`src/jtl_pkg.sv`:
```
`timescale 1ns / 1ps
package jtl_pkg;

	// Accumulator widths
	localparam int NUM_W = 64;
	localparam int EXP_W = 16;

	// Result queue sizing: a byte may cause up to three items
	localparam int MAX_RES = 3;
	localparam int Q_DEPTH = 4;
	localparam int Q_AW    = 2;

	// Token kinds
	localparam logic [3:0] K_WHITE    = 4'd0;
	localparam logic [3:0] K_LBRACE   = 4'd1;
	localparam logic [3:0] K_RBRACE   = 4'd2;
	localparam logic [3:0] K_COLON    = 4'd3;
	localparam logic [3:0] K_LBRACKET = 4'd4;
	localparam logic [3:0] K_RBRACKET = 4'd5;
	localparam logic [3:0] K_COMMA    = 4'd6;
	localparam logic [3:0] K_NULL     = 4'd7;
	localparam logic [3:0] K_NUMBER   = 4'd10;
	localparam logic [3:0] K_STRCHAR  = 4'd11;
	localparam logic [3:0] K_STREND   = 4'd12;
	localparam logic [3:0] K_END      = 4'd13;
	localparam logic [3:0] K_ERROR    = 4'd14;

	// Error codes
	localparam logic [2:0] E_NUMBER = 3'd3;
	localparam logic [2:0] E_ESCAPE = 3'd4;
	localparam logic [2:0] E_UNEXP  = 3'd5;

	// Number flag bits
	localparam int F_NEG  = 0;
	localparam int F_FRAC = 1;
	localparam int F_EXP  = 2;
	localparam int F_EPOS = 3;

	typedef enum logic [12:0] {
		M_IDLE  = 13'b0000000000001,
		M_KEY   = 13'b0000000000010,
		M_SIGN  = 13'b0000000000100,
		M_ZERO  = 13'b0000000001000,
		M_INT   = 13'b0000000010000,
		M_DOT   = 13'b0000000100000,
		M_FRAC  = 13'b0000001000000,
		M_E     = 13'b0000010000000,
		M_ESIGN = 13'b0000100000000,
		M_EXP   = 13'b0001000000000,
		M_STR   = 13'b0010000000000,
		M_ESC   = 13'b0100000000000,
		M_ERR   = 13'b1000000000000
	} mode_t;

	typedef struct packed {
		logic [7:0] text_byte;
		logic       end_of_text;
	} text_t;

	typedef struct packed {
		logic [3:0]  kind;
		logic [7:0]  char_value;
		logic [2:0]  error_code;
		logic        is_negative;
		logic [63:0] int_value;
		logic        has_fraction;
		logic [63:0] frac_value;
		logic        has_exponent;
		logic        exp_positive;
		logic [15:0] exp_value;
		logic        last_of_run;
	} result_t;

	// Items caused by one byte, handed from the lexer to the queue
	typedef struct packed {
		logic [1:0]           count;
		result_t [MAX_RES-1:0] res;
	} burst_t;

	function automatic result_t simple_res(logic [3:0] kind, logic [7:0] ch, logic [2:0] err);
		result_t r;
		r            = '0;
		r.kind       = kind;
		r.char_value = ch;
		r.error_code = err;
		return r;
	endfunction

	function automatic result_t number_res(logic [3:0] fl, logic [NUM_W-1:0] ia,
			logic [NUM_W-1:0] fa, logic [EXP_W-1:0] ea);
		result_t r;
		r              = '0;
		r.kind         = K_NUMBER;
		r.is_negative  = fl[F_NEG];
		r.int_value    = 64'(ia);
		r.has_fraction = fl[F_FRAC];
		r.frac_value   = 64'(fa);
		r.has_exponent = fl[F_EXP];
		r.exp_positive = fl[F_EXP] & fl[F_EPOS];
		r.exp_value    = 16'(ea);
		return r;
	endfunction

	// acc*10 + d, saturating; overflow shows in the top four bits
	function automatic logic [NUM_W-1:0] sat_num(logic [NUM_W-1:0] acc, logic [3:0] d);
		logic [NUM_W+3:0] t;
		t = ({4'b0, acc} << 3) + ({4'b0, acc} << 1) + (NUM_W+4)'(d);
		return (t[NUM_W+3:NUM_W] != 4'd0) ? {NUM_W{1'b1}} : t[NUM_W-1:0];
	endfunction

	function automatic logic [EXP_W-1:0] sat_exp(logic [EXP_W-1:0] acc, logic [3:0] d);
		logic [EXP_W+3:0] t;
		t = ({4'b0, acc} << 3) + ({4'b0, acc} << 1) + (EXP_W+4)'(d);
		return (t[EXP_W+3:EXP_W] != 4'd0) ? {EXP_W{1'b1}} : t[EXP_W-1:0];
	endfunction

	// Letters of null / true / false
	function automatic logic [7:0] kw_char(logic [1:0] w, logic [2:0] p);
		logic [39:0] s;
		case (w)
			2'd0:    s = {8'h6E, 8'h75, 8'h6C, 8'h6C, 8'h00};
			2'd1:    s = {8'h74, 8'h72, 8'h75, 8'h65, 8'h00};
			default: s = {8'h66, 8'h61, 8'h6C, 8'h73, 8'h65};
		endcase
		return s[8*(4-int'(p)) +: 8];
	endfunction

	function automatic logic [2:0] kw_len(logic [1:0] w);
		return (w == 2'd2) ? 3'd5 : 3'd4;
	endfunction

	// Escape letter to character; bit 8 marks a valid escape
	function automatic logic [8:0] esc_map(logic [7:0] c);
		logic [8:0] v;
		case (c)
			8'h22:   v = {1'b1, 8'h22};
			8'h5C:   v = {1'b1, 8'h5C};
			8'h2F:   v = {1'b1, 8'h2F};
			8'h62:   v = {1'b1, 8'h08};
			8'h66:   v = {1'b1, 8'h0C};
			8'h6E:   v = {1'b1, 8'h0A};
			8'h72:   v = {1'b1, 8'h0D};
			8'h74:   v = {1'b1, 8'h09};
			default: v = 9'd0;
		endcase
		return v;
	endfunction

endpackage

```
`src/jtl_core.sv`:
```
`timescale 1ns / 1ps
module jtl_core (
	input  logic            clk,
	input  logic            arst_n,
	input  logic            fire,
	input  jtl_pkg::text_t  item,
	output jtl_pkg::burst_t burst
);

	jtl_pkg::mode_t                mode_q, m;
	logic [1:0]                    kw_w_q, kw_w;
	logic [2:0]                    kw_p_q, kw_p;
	logic [jtl_pkg::NUM_W-1:0]     ia_q, ia, fa_q, fa;
	logic [jtl_pkg::EXP_W-1:0]     ea_q, ea;
	logic [3:0]                    fl_q, fl;
	logic [1:0]                    n;
	jtl_pkg::result_t [jtl_pkg::MAX_RES-1:0] res;
	logic                          do_idle;
	logic [7:0]                    c;
	logic [3:0]                    d;
	logic                          dig;
	logic [8:0]                    esc;

	assign c   = item.text_byte;
	assign d   = c[3:0];
	assign dig = (c >= 8'h30) && (c <= 8'h39);
	assign esc = jtl_pkg::esc_map(c);

	// Next state and items for the byte in the input register
	always_comb begin
		m       = mode_q;
		kw_w    = kw_w_q;
		kw_p    = kw_p_q;
		ia      = ia_q;
		fa      = fa_q;
		ea      = ea_q;
		fl      = fl_q;
		n       = 2'd0;
		res     = '0;
		do_idle = 1'b0;

		unique case (m)
			jtl_pkg::M_IDLE: do_idle = 1'b1;
			jtl_pkg::M_KEY: begin
				if (kw_p < jtl_pkg::kw_len(kw_w) && c == jtl_pkg::kw_char(kw_w, kw_p)) begin
					kw_p = kw_p + 3'd1;
					if (kw_p == jtl_pkg::kw_len(kw_w)) begin
						res[n] = jtl_pkg::simple_res(jtl_pkg::K_NULL + {2'b0, kw_w}, 8'd0, 3'd0);
						n      = n + 2'd1;
						m      = jtl_pkg::M_IDLE;
						kw_p   = 3'd0;
					end
				end else begin
					res[n] = jtl_pkg::simple_res(jtl_pkg::K_ERROR, 8'd0, {1'b0, kw_w});
					n      = n + 2'd1;
					m      = jtl_pkg::M_ERR;
				end
			end
			jtl_pkg::M_SIGN: begin
				if (c == 8'h30) m = jtl_pkg::M_ZERO;
				else if (dig) begin
					ia = jtl_pkg::NUM_W'(d);
					m  = jtl_pkg::M_INT;
				end else begin
					res[n] = jtl_pkg::simple_res(jtl_pkg::K_ERROR, 8'd0, jtl_pkg::E_NUMBER);
					n      = n + 2'd1;
					m      = jtl_pkg::M_ERR;
				end
			end
			jtl_pkg::M_ZERO, jtl_pkg::M_INT: begin
				if (dig) begin
					if (m == jtl_pkg::M_ZERO) begin
						res[n] = jtl_pkg::simple_res(jtl_pkg::K_ERROR, 8'd0, jtl_pkg::E_NUMBER);
						n      = n + 2'd1;
						m      = jtl_pkg::M_ERR;
					end else ia = jtl_pkg::sat_num(ia, d);
				end else if (c == 8'h2E) m = jtl_pkg::M_DOT;
				else if (c == 8'h65 || c == 8'h45) m = jtl_pkg::M_E;
				else begin
					res[n]  = jtl_pkg::number_res(fl, ia, fa, ea);
					n       = n + 2'd1;
					m       = jtl_pkg::M_IDLE;
					do_idle = 1'b1;
				end
			end
			jtl_pkg::M_DOT: begin
				if (dig) begin
					fl[jtl_pkg::F_FRAC] = 1'b1;
					fa = jtl_pkg::NUM_W'(d);
					m  = jtl_pkg::M_FRAC;
				end else begin
					res[n] = jtl_pkg::simple_res(jtl_pkg::K_ERROR, 8'd0, jtl_pkg::E_NUMBER);
					n      = n + 2'd1;
					m      = jtl_pkg::M_ERR;
				end
			end
			jtl_pkg::M_FRAC: begin
				if (dig) fa = jtl_pkg::sat_num(fa, d);
				else if (c == 8'h65 || c == 8'h45) m = jtl_pkg::M_E;
				else begin
					res[n]  = jtl_pkg::number_res(fl, ia, fa, ea);
					n       = n + 2'd1;
					m       = jtl_pkg::M_IDLE;
					do_idle = 1'b1;
				end
			end
			jtl_pkg::M_E: begin
				if (c == 8'h2B || c == 8'h2D) begin
					fl[jtl_pkg::F_EXP] = 1'b1;
					if (c == 8'h2B) fl[jtl_pkg::F_EPOS] = 1'b1;
					m = jtl_pkg::M_ESIGN;
				end else if (dig) begin
					fl[jtl_pkg::F_EXP]  = 1'b1;
					fl[jtl_pkg::F_EPOS] = 1'b1;
					ea = jtl_pkg::EXP_W'(d);
					m  = jtl_pkg::M_EXP;
				end else begin
					res[n] = jtl_pkg::simple_res(jtl_pkg::K_ERROR, 8'd0, jtl_pkg::E_NUMBER);
					n      = n + 2'd1;
					m      = jtl_pkg::M_ERR;
				end
			end
			jtl_pkg::M_ESIGN: begin
				if (dig) begin
					ea = jtl_pkg::EXP_W'(d);
					m  = jtl_pkg::M_EXP;
				end else begin
					res[n] = jtl_pkg::simple_res(jtl_pkg::K_ERROR, 8'd0, jtl_pkg::E_NUMBER);
					n      = n + 2'd1;
					m      = jtl_pkg::M_ERR;
				end
			end
			jtl_pkg::M_EXP: begin
				if (dig) ea = jtl_pkg::sat_exp(ea, d);
				else begin
					res[n]  = jtl_pkg::number_res(fl, ia, fa, ea);
					n       = n + 2'd1;
					m       = jtl_pkg::M_IDLE;
					do_idle = 1'b1;
				end
			end
			jtl_pkg::M_STR: begin
				if (c == 8'h22) begin
					res[n] = jtl_pkg::simple_res(jtl_pkg::K_STREND, 8'd0, 3'd0);
					n      = n + 2'd1;
					m      = jtl_pkg::M_IDLE;
				end else if (c == 8'h5C) m = jtl_pkg::M_ESC;
				else begin
					res[n] = jtl_pkg::simple_res(jtl_pkg::K_STRCHAR, c, 3'd0);
					n      = n + 2'd1;
				end
			end
			jtl_pkg::M_ESC: begin
				if (esc[8]) begin
					res[n] = jtl_pkg::simple_res(jtl_pkg::K_STRCHAR, esc[7:0], 3'd0);
					n      = n + 2'd1;
					m      = jtl_pkg::M_STR;
				end else begin
					res[n] = jtl_pkg::simple_res(jtl_pkg::K_ERROR, 8'd0, jtl_pkg::E_ESCAPE);
					n      = n + 2'd1;
					m      = jtl_pkg::M_ERR;
				end
			end
			jtl_pkg::M_ERR: ;
			default: m = jtl_pkg::M_ERR;
		endcase

		// Byte outside any token, also the byte that closed a number
		if (do_idle) begin
			case (c) inside
				8'h20, 8'h0D, 8'h0A: begin
					res[n] = jtl_pkg::simple_res(jtl_pkg::K_WHITE, 8'd0, 3'd0);
					n      = n + 2'd1;
				end
				8'h7B: begin
					res[n] = jtl_pkg::simple_res(jtl_pkg::K_LBRACE, 8'd0, 3'd0);
					n      = n + 2'd1;
				end
				8'h7D: begin
					res[n] = jtl_pkg::simple_res(jtl_pkg::K_RBRACE, 8'd0, 3'd0);
					n      = n + 2'd1;
				end
				8'h3A: begin
					res[n] = jtl_pkg::simple_res(jtl_pkg::K_COLON, 8'd0, 3'd0);
					n      = n + 2'd1;
				end
				8'h5B: begin
					res[n] = jtl_pkg::simple_res(jtl_pkg::K_LBRACKET, 8'd0, 3'd0);
					n      = n + 2'd1;
				end
				8'h5D: begin
					res[n] = jtl_pkg::simple_res(jtl_pkg::K_RBRACKET, 8'd0, 3'd0);
					n      = n + 2'd1;
				end
				8'h2C: begin
					res[n] = jtl_pkg::simple_res(jtl_pkg::K_COMMA, 8'd0, 3'd0);
					n      = n + 2'd1;
				end
				8'h6E, 8'h74, 8'h66: begin
					kw_w = (c == 8'h6E) ? 2'd0 : (c == 8'h74) ? 2'd1 : 2'd2;
					kw_p = 3'd1;
					m    = jtl_pkg::M_KEY;
				end
				8'h22: m = jtl_pkg::M_STR;
				8'h2D: begin
					ia = '0;
					fa = '0;
					ea = '0;
					fl = 4'd0;
					fl[jtl_pkg::F_NEG] = 1'b1;
					m  = jtl_pkg::M_SIGN;
				end
				default: begin
					if (dig) begin
						ia = jtl_pkg::NUM_W'(d);
						fa = '0;
						ea = '0;
						fl = 4'd0;
						m  = (c == 8'h30) ? jtl_pkg::M_ZERO : jtl_pkg::M_INT;
					end else begin
						res[n] = jtl_pkg::simple_res(jtl_pkg::K_ERROR, 8'd0, jtl_pkg::E_UNEXP);
						n      = n + 2'd1;
						m      = jtl_pkg::M_ERR;
					end
				end
			endcase
		end

		// Close whatever is open at the last byte, then back to reset values
		if (item.end_of_text) begin
			unique case (m)
				jtl_pkg::M_ZERO, jtl_pkg::M_INT, jtl_pkg::M_FRAC, jtl_pkg::M_EXP: begin
					res[n] = jtl_pkg::number_res(fl, ia, fa, ea);
					n      = n + 2'd1;
				end
				jtl_pkg::M_SIGN, jtl_pkg::M_DOT, jtl_pkg::M_E, jtl_pkg::M_ESIGN: begin
					res[n] = jtl_pkg::simple_res(jtl_pkg::K_ERROR, 8'd0, jtl_pkg::E_NUMBER);
					n      = n + 2'd1;
					m      = jtl_pkg::M_ERR;
				end
				jtl_pkg::M_KEY: begin
					res[n] = jtl_pkg::simple_res(jtl_pkg::K_ERROR, 8'd0, {1'b0, kw_w});
					n      = n + 2'd1;
					m      = jtl_pkg::M_ERR;
				end
				jtl_pkg::M_STR: begin
					res[n] = jtl_pkg::simple_res(jtl_pkg::K_STREND, 8'd0, 3'd0);
					n      = n + 2'd1;
				end
				jtl_pkg::M_ESC: begin
					res[n] = jtl_pkg::simple_res(jtl_pkg::K_ERROR, 8'd0, jtl_pkg::E_ESCAPE);
					n      = n + 2'd1;
					m      = jtl_pkg::M_ERR;
				end
				default: ;
			endcase
			if (m != jtl_pkg::M_ERR) begin
				res[n] = jtl_pkg::simple_res(jtl_pkg::K_END, 8'd0, 3'd0);
				n      = n + 2'd1;
			end
			m    = jtl_pkg::M_IDLE;
			kw_w = 2'd0;
			kw_p = 3'd0;
			ia   = '0;
			fa   = '0;
			ea   = '0;
			fl   = 4'd0;
		end

		if (n != 2'd0) res[n - 2'd1].last_of_run = 1'b1;
	end

	assign burst.count = n;
	assign burst.res   = res;

	// Lexer state
	always_ff @(posedge clk or negedge arst_n) begin
		if (!arst_n) begin
			mode_q <= jtl_pkg::M_IDLE;
			kw_w_q <= 2'd0;
			kw_p_q <= 3'd0;
			ia_q   <= '0;
			fa_q   <= '0;
			ea_q   <= '0;
			fl_q   <= 4'd0;
		end else if (fire) begin
			mode_q <= m;
			kw_w_q <= kw_w;
			kw_p_q <= kw_p;
			ia_q   <= ia;
			fa_q   <= fa;
			ea_q   <= ea;
			fl_q   <= fl;
		end
	end

	a_end_idle: assert property (@(posedge clk) disable iff (!arst_n)
		fire && item.end_of_text |=> mode_q == jtl_pkg::M_IDLE && fl_q == 4'd0)
		else $error("lexer not back to idle after last byte");

	a_err_silent: assert property (@(posedge clk) disable iff (!arst_n)
		fire && mode_q == jtl_pkg::M_ERR && !item.end_of_text |-> burst.count == 2'd0)
		else $error("items produced in error mode");

endmodule

```
`src/jtl_outq.sv`:
```
`timescale 1ns / 1ps
module jtl_outq (
	input  logic             clk,
	input  logic             arst_n,
	input  logic             push,
	input  jtl_pkg::burst_t  burst,
	output logic             room,
	output logic             valid,
	input  logic             stall,
	output jtl_pkg::result_t item
);

	jtl_pkg::result_t      mem_q [jtl_pkg::Q_DEPTH];
	logic [jtl_pkg::Q_AW-1:0] wr_ptr_q, rd_ptr_q;
	logic [jtl_pkg::Q_AW:0]   cnt_q;
	logic                     pop;
	logic [jtl_pkg::Q_AW:0]   add;

	assign room  = cnt_q <= (jtl_pkg::Q_AW+1)'(jtl_pkg::Q_DEPTH - jtl_pkg::MAX_RES);
	assign valid = cnt_q != '0;
	assign item  = mem_q[rd_ptr_q];
	assign pop   = valid && !stall;
	assign add   = push ? (jtl_pkg::Q_AW+1)'(burst.count) : '0;

	// Item storage, up to three writes per cycle
	always_ff @(posedge clk) begin
		for (int i = 0; i < jtl_pkg::MAX_RES; i++) begin
			if (push && i < int'(burst.count))
				mem_q[wr_ptr_q + jtl_pkg::Q_AW'(i)] <= burst.res[i];
		end
	end

	// Pointers and fill level
	always_ff @(posedge clk or negedge arst_n) begin
		if (!arst_n) begin
			wr_ptr_q <= '0;
			rd_ptr_q <= '0;
			cnt_q    <= '0;
		end else begin
			wr_ptr_q <= wr_ptr_q + add[jtl_pkg::Q_AW-1:0];
			rd_ptr_q <= rd_ptr_q + jtl_pkg::Q_AW'(pop);
			cnt_q    <= cnt_q + add - (jtl_pkg::Q_AW+1)'(pop);
		end
	end

	a_no_overflow: assert property (@(posedge clk) disable iff (!arst_n)
		cnt_q <= (jtl_pkg::Q_AW+1)'(jtl_pkg::Q_DEPTH))
		else $error("result queue overflow");

	a_push_room: assert property (@(posedge clk) disable iff (!arst_n)
		push |-> room)
		else $error("push without room");

	a_drain: assert property (@(posedge clk) disable iff (!arst_n)
		pop && !push |=> cnt_q == $past(cnt_q) - 1'b1)
		else $error("fill level did not drop on pop");

endmodule

```
`src/json_token_lexer.sv`:
```
`timescale 1ns / 1ps
// An accepted byte is held in the input register; its tokens then enter the queue.
// Throughput: one byte per cycle while each byte gives at most one token and
// tok_stall is low; a byte giving two or three tokens holds the input until the
// result queue (four entries, one token out per cycle) has room for three again.
// Reset (arst_n low, asynchronous): lexer idle, accumulators cleared, queue empty.
module json_token_lexer (
	input  logic             clk,
	input  logic             arst_n,
	input  logic             text_valid,
	output logic             text_stall,
	input  jtl_pkg::text_t   text_item,
	output logic             tok_valid,
	input  logic             tok_stall,
	output jtl_pkg::result_t tok_item
);

	jtl_pkg::text_t  item_s1;
	logic            vld_s1;
	logic            room;
	logic            fire;
	logic            accept;
	jtl_pkg::burst_t burst;

	assign fire       = vld_s1 && room;
	assign text_stall = vld_s1 && !room;
	assign accept     = text_valid && !text_stall;

	// Input register
	always_ff @(posedge clk or negedge arst_n) begin
		if (!arst_n) begin
			vld_s1 <= 1'b0;
		end else if (accept) begin
			vld_s1 <= 1'b1;
		end else if (fire) begin
			vld_s1 <= 1'b0;
		end
	end

	always_ff @(posedge clk) begin
		if (accept) item_s1 <= text_item;
	end

	jtl_core u_core (
		.clk   (clk),
		.arst_n(arst_n),
		.fire  (fire),
		.item  (item_s1),
		.burst (burst)
	);

	jtl_outq u_outq (
		.clk   (clk),
		.arst_n(arst_n),
		.push  (fire),
		.burst (burst),
		.room  (room),
		.valid (tok_valid),
		.stall (tok_stall),
		.item  (tok_item)
	);

	a_hold: assert property (@(posedge clk) disable iff (!arst_n)
		vld_s1 && !fire |=> vld_s1 && $stable(item_s1))
		else $error("held byte lost");

endmodule
```
`config.mk`:
```
export PLATFORM = sky130hd
export DESIGN_NAME = json_token_lexer
export DESIGN_NICKNAME = d
export VERILOG_FILES = /design/src/jtl_pkg.sv /design/src/jtl_core.sv /design/src/jtl_outq.sv /design/src/json_token_lexer.sv
export SDC_FILE = /design/constraint.sdc
export NUM_CORES = 2
export LEC_CHECK = 0
export BUFFER_PORTS_ARGS = -buffer_cell sky130_fd_sc_hd__buf_2
export CORE_AREA = 2 2 386 427
export DETAILED_ROUTE_END_ITERATION = 7
export DIE_AREA = 0 0 388 429
export PLACE_DENSITY = 0.6
export SLEW_MARGIN = 20
export SYNTH_ARGS = -nofsm -noshare
export SYNTH_HDL_FRONTEND = slang
export SYNTH_HIERARCHICAL = 1
export SYNTH_SLANG_ARGS = --single-unit
```
`constraint.sdc`:
```
create_clock -name clk -period 31.6 [get_ports clk]
set_input_delay 4.74 -clock clk [delete_from_list [all_inputs] [get_ports clk]]
set_output_delay 4.74 -clock clk [all_outputs]
set_load 0.02 [all_outputs]
```
# Word-level counts from Yosys, hierarchy flattened
# Memories as Yosys holds them, arrays and structs flattened.
# Index checks and enable logic that the tools add are counted.
[op_classes]
magnitude_cmp = 15
eq_ne = 52
n_mux = 222
n_reduce_logical = 35
bitwise_logic = 37
shifts = 1
n_addsub = 19
[op_table]
columns = ["operator", "n"]
rows = [
  ["two-way mux 492 bit", 16],
  ["two-way mux 164 bit", 16],
  ["case mux 492 bit (5 select lines)", 1],
  ["two-way mux 64 bit", 34],
  ["NOT 486 bit", 4],
  ["bitwise mux 492 bit", 3],
  ["case mux 164 bit (9 select lines)", 1],
  ["bitwise AND 163 x 489 -> 489 bit", 3],
  ["NOT 489 bit", 3],
  ["bitwise AND 162 x 486 -> 486 bit", 3],
  ["demux 164 bit (select 2 bit)", 4],
  ["NOT 477 bit", 2],
  ["bitwise AND 164 x 492 -> 492 bit", 1],
  ["NOT 492 bit", 1],
  ["bitwise AND 486 bit", 1],
  ["bitwise AND 483 bit", 1],
  ["NOT 483 bit", 1],
  ["bitwise AND 480 bit", 1],
  ["NOT 480 bit", 1],
  ["bitwise AND 159 x 477 -> 477 bit", 1],
  ["bitwise AND 477 bit", 1],
  ["two-way mux 13 bit", 30],
  ["two-way mux 16 bit", 17],
  ["case mux 64 bit (2 select lines)", 2],
  ["other kinds (78)", 233],
]
[word_totals]
mem_bits_rw = 656
out_inout_bits = 166
mem_count = 1
regBits = 183
wordCells = 395
inputBits = 13
[memory_table]
columns = ["memory", "depth", "word_bits", "read_ports", "rd_clocked_by_memory_dff", "wr", "line", "rtl"]
rows = [
  ["u_outq.mem_q", 4, 164, 1, 0, 3, "jtl_outq.sv:13", "jtl_pkg::result_t mem_q [jtl_pkg::Q_DEPTH];"],
]

# Longest topological paths before layout
[depth]
depth_word = 34
mapped_depth = 33
mapped_depth_nobuf = 29

# Hierarchy
# Netlist, hierarchy kept.
[by_module_without_submodules]
columns = ["module", "seq_area_each_um2", "n_inst", "cells_each", "area_per_inst_um2"]
rows = [
  ["jtl_outq", 19874.1, 1, 2369, 40644.0],
  ["jtl_core", 4155.2, 1, 3805, 26736.9],
  ["json_token_lexer", 295.3, 1, 15, 334.1],
]

# Worst setup path after synthesis
# No wires, ideal clock.
[synth_path]
path_kind = "register to register"
startpoint = "register u_core.kw_p_q[0]"
endpoint = "memory u_outq/mem_q[0][0] in the netlist's numbering (enable)"
period_less_slack_ns = 18.306
arrival_ns = 17.376
setup_ns = 0.930
slack_ns = 13.294
required_ns = 30.670
path_buffers = 3
stages_incl_launch_ff = 29
cell_sequence = "dfrtp_1 buf_2 inv_1 ha_1 buf_2 or2_2 o32a_1 xnor2_1 a2111oi_1 a41oi_1 nor2_1 inv_1 ha_1 o21ai_0 nor2_1 o32a_1 o31ai_1 a21oi_1 inv_1 ha_1 mux2i_1 ha_1 inv_1 a21o_1 a22o_1 inv_2 buf_4 o21ai_0 a211oi_1"
[synth_lines]
columns = ["element", "line", "rtl"]
rows = [
  ["start: declaration", "jtl_core.sv:12", "logic [2:0] kw_p_q, kw_p;"],
  ["start signal: assignment", "jtl_core.sv:289", "kw_p_q <= kw_p;"],
  ["end: declaration", "jtl_outq.sv:13", ""],
]

==> flow_summary.ini <==
[die]
die_w_um = 388
die-area_mm2 = 0.1665
io_pins = 179
die-height_um = 429
initial_utilization = 0.4187
rows = 155
core_area_mm2 = 0.1617

[cts]
holdBufCountCts = 0
clk_latency_ns = 0.74
numCtsBuffers = 99
cts_tree = done
htree_levels = 3
clock-root-buffer = clkbuf_16
post_cts_buffers = 0
cts_sinks = 839
cts_resized = 0
cts_max_path_buffers = 3
cts.clk_slew.worst_paths_ns = 0.06

[placed_design]
place_hpwl_mm = 153.5
place_area_mm2 = 0.06983
gp_congestion = 0.9705
io_buffer_count = 178

[routing]
vias_per_cell = 6.413
drt_pass1_iterations = 6
num_vias = 53490
wirelength_mm = 237.5
wire_per_inst_um = 28.48
drt_iter0_markers = 4602
drcViolationCount = 0
antenna_left = 0

[global_routing]
antenna_found_initial = 13
grt_pass1_vias = 54420
grt_max_degree = 103
grt_usage = 0.2772
grt_pass1_wl_mm = 352.1
grt-ovfl-total = 0

[pwr]
internal-power_w = 0.002551
p_comb_frac = 0.371
p_switching_w = 0.001614
p_leak_nw = 29.06
peakVddDrop_uv = 57.46
pwr-share-seq = 0.357
p_sw_frac = 0.3875
p_clk_frac = 0.272
pwr_density_cell_mw_per_mm2 = 57.08

[synthesis]
ys_types = 120
syn-instance-count = 6189
netlist_area_mm2 = 0.06771
synth_top_family_by_area = multiplexers
synth.avg_cell_area_um2 = 10.94
synth_xor_area_frac = 0.01863
yosysWarnings = 6
synth_mux_area_frac = 0.2825
yosys.area_share.simple = 0.09773
synth_fa_ha_area_frac = 0.05835
async_flop_share = 0.2074
yosysSeqAreaShare = 0.3592
synth-seq-cells = 839
synth_edf_count = 665
synth_compound_area_frac = 0.1373
synth_ff_type = edfxtp_1

[final_layout]
area_growth_syn_to_layout_pct = 7.770
design_area_mm2 = 0.07298
nets = 6456
final_layout_size_suffix_gt1_frac = 0.2736
final_cell_mix = 834 x mux2_2, 665 x edfxtp_1, 451 x nand2_1, 451 x a21oi_1, 324 x nor2_1
final_common_cell = mux2_2

[setup_path]
worstPathArrival_ns = 10.24
worstReg2RegEnd = u_outq/mem_q[1][100]$_DFFE_PP_
required_ns = 32.06
slowest_stage = buf_4
setup.worst_path.end_class = flip-flop
timing.rr.start = u_core/kw_p_q[0]$_DFFE_PN0P_
crit_fanout = 46
crit_type = reg -> reg
r2r_cells = 28
r2r_slack_ns = 21.82
cp_slowest_stage_delay_ns = 0.94
worstSetupStartpointType = flip-flop

[hold_path]
min_from = u_outq/cnt_q[0]$_DFF_PN0_
min_to = u_outq/cnt_q[0]$_DFF_PN0_
whs_path_depth = 1
worstHoldPathType = reg -> reg

[timing]
timing.fmax_mhz = 102.3
skew_ns = 0.03424
setup_violations = 0
slew_headroom = 0.2198
rsz0062_at_grt = false
finalCritPeriodShare = 0.3094
maxSlewViolCount = 0
finalHoldViolations = 0
worst_slew_pin_slew_ns = 1.170
period_minus_slack_ns = 9.778
setup_total_negative_slack_ns = 0

[run]
maxCapViolations = 0

[run_status]
outcome = finished clean
-- Yosys cell counts (47+ instances only) --
master,count,area share
a211oi_1,47,0.0052
a21o_1,54,0.0060
a21oi_1,451,0.033
buf_2,143,0.011
buf_6,74,0.012
clkbuf_1,205,0.011
dfrtp_1,173,0.064
edfxtp_1,665,0.29
ha_1,303,0.056
inv_1,139,0.0077
mux2_1,320,0.053
mux2_2,834,0.14
mux2_4,160,0.035
mux4_2,164,0.055
nand2_1,460,0.025
nand3_1,97,0.0072
nand4_1,52,0.0048
nor2_1,330,0.018
nor3_1,131,0.0097
o21ai_0,292,0.022
o221ai_1,50,0.0065
o2bb2ai_1,60,0.0078
xnor2_1,91,0.012
xor2_1,53,0.0069
-- worst max-delay path by stage --
stage,startpoint,to,slack [ns],cells after the start
floorplan,u_core/kw_p_q[0]$_DFFE_PN0P_,u_outq/mem_q[0][0]$_DFFE_PP_,13.29,28
global placement,u_core/kw_p_q[0]$_DFFE_PN0P_,u_outq/mem_q[1][100]$_DFFE_PP_,22.13,28
detailed placement,u_core/kw_p_q[0]$_DFFE_PN0P_,u_outq/mem_q[1][95]$_DFFE_PP_,22.02,28
CTS,u_core/kw_p_q[0]$_DFFE_PN0P_,u_outq/mem_q[1][95]$_DFFE_PP_,21.93,28
global route,u_core/kw_p_q[0]$_DFFE_PN0P_,u_outq/mem_q[1][95]$_DFFE_PP_,21.22,28
finish,u_core/kw_p_q[0]$_DFFE_PN0P_,u_outq/mem_q[1][100]$_DFFE_PP_,21.82,28
-- area by class of cell --
class,count,area (µm²)
antenna,4,10.01
inverter,143,536.8
multi-input combinational,4755,40510
clock inverter,40,321.6
timing repair buffer,295,1803
tap,2119,2651
fill,15130,88770
sequential,839,24330
clock buffer,145,2811
-- power by group through the flow --
stage / combinational [W] / clock (W) / sequential (W)
finish: 0.00154 / 0.00113 / 0.00149
global route: 0.00162 / 0.00120 / 0.00150
CTS: 0.00156 / 0.00115 / 0.00149
detailed placement: 0.00155 / 0 / 0.00151
global placement: 0.00155 / 0 / 0.00150
floorplan: 0.000996 / 0 / 0.00152
-- sequential cells by signal, indices dropped and copies added (netlist names) --
register         cells
u_core/ia_q         64
u_outq/cnt_q         3
item_s1              9
u_outq/mem_q       656
vld_s1               1
u_outq/wr_ptr_q      2
u_outq/rd_ptr_q      2
u_core/fa_q         64
u_core/mode_q       13
u_core/ea_q         16
u_core/kw_p_q        3
u_core/kw_w_q        2
u_core/fl_q          4
-- through the flow --
stage / total power (W) / instances / hold WS, ns / setup WS (ns) / utilization
finish: 0.004165 / 8340 / 0.5059 / 21.82 / 0.4512
global route: 0.004318 / 8338 / 0.5336 / 21.22 / 0.4512
CTS: 0.004199 / 8336 / 0.5087 / 21.93 / 0.4511
detailed placement: 0.003061 / 8151 / 0.4973 / 22.02 / 0.4318
global placement: 0.003051 / 8151 / 0.4887 / 22.13 / 0.4317
floorplan: 0.002519 / 6204 / 0.4694 / 13.29 / -
-- critical path: cells and delay by family, from the launching register on --
| kind | cells | cell delay [ns] |
|---|---|---|
| compound gates | 9 | 2.68 |
| buf+inv | 7 | 2.23 |
| simple gates | 4 | 1.56 |
| fa+ha+maj | 4 | 1.26 |
| mux | 3 | 0.86 |
| flops | 1 | 0.64 |
| xor+xnor | 1 | 0.13 |
-- metal layers --
layer,up-vias,share of wire,global-route usage
li1,23710,-,-
met4,2,0.049,0.1343
met1,26900,0.39,0.3404
met2,2291,0.49,0.4801
met3,587,0.067,0.03509
met5,-,0.000055,0
-- cells by family (layout without fill, tap and decap cells) --
family | Yosys count | count (layout)
DFF | 839 | 839
AOI/OAI and AO/OA | 1435 | 1435
adders and majority gates | 312 | 312
xor gates and xnor gates | 144 | 144
buffers and inverters | 610 | 623
muxes | 1482 | 1482
other | 1 | 20
and+or+nand+nor | 1366 | 1366
Power figures use the tool's default switching activity.
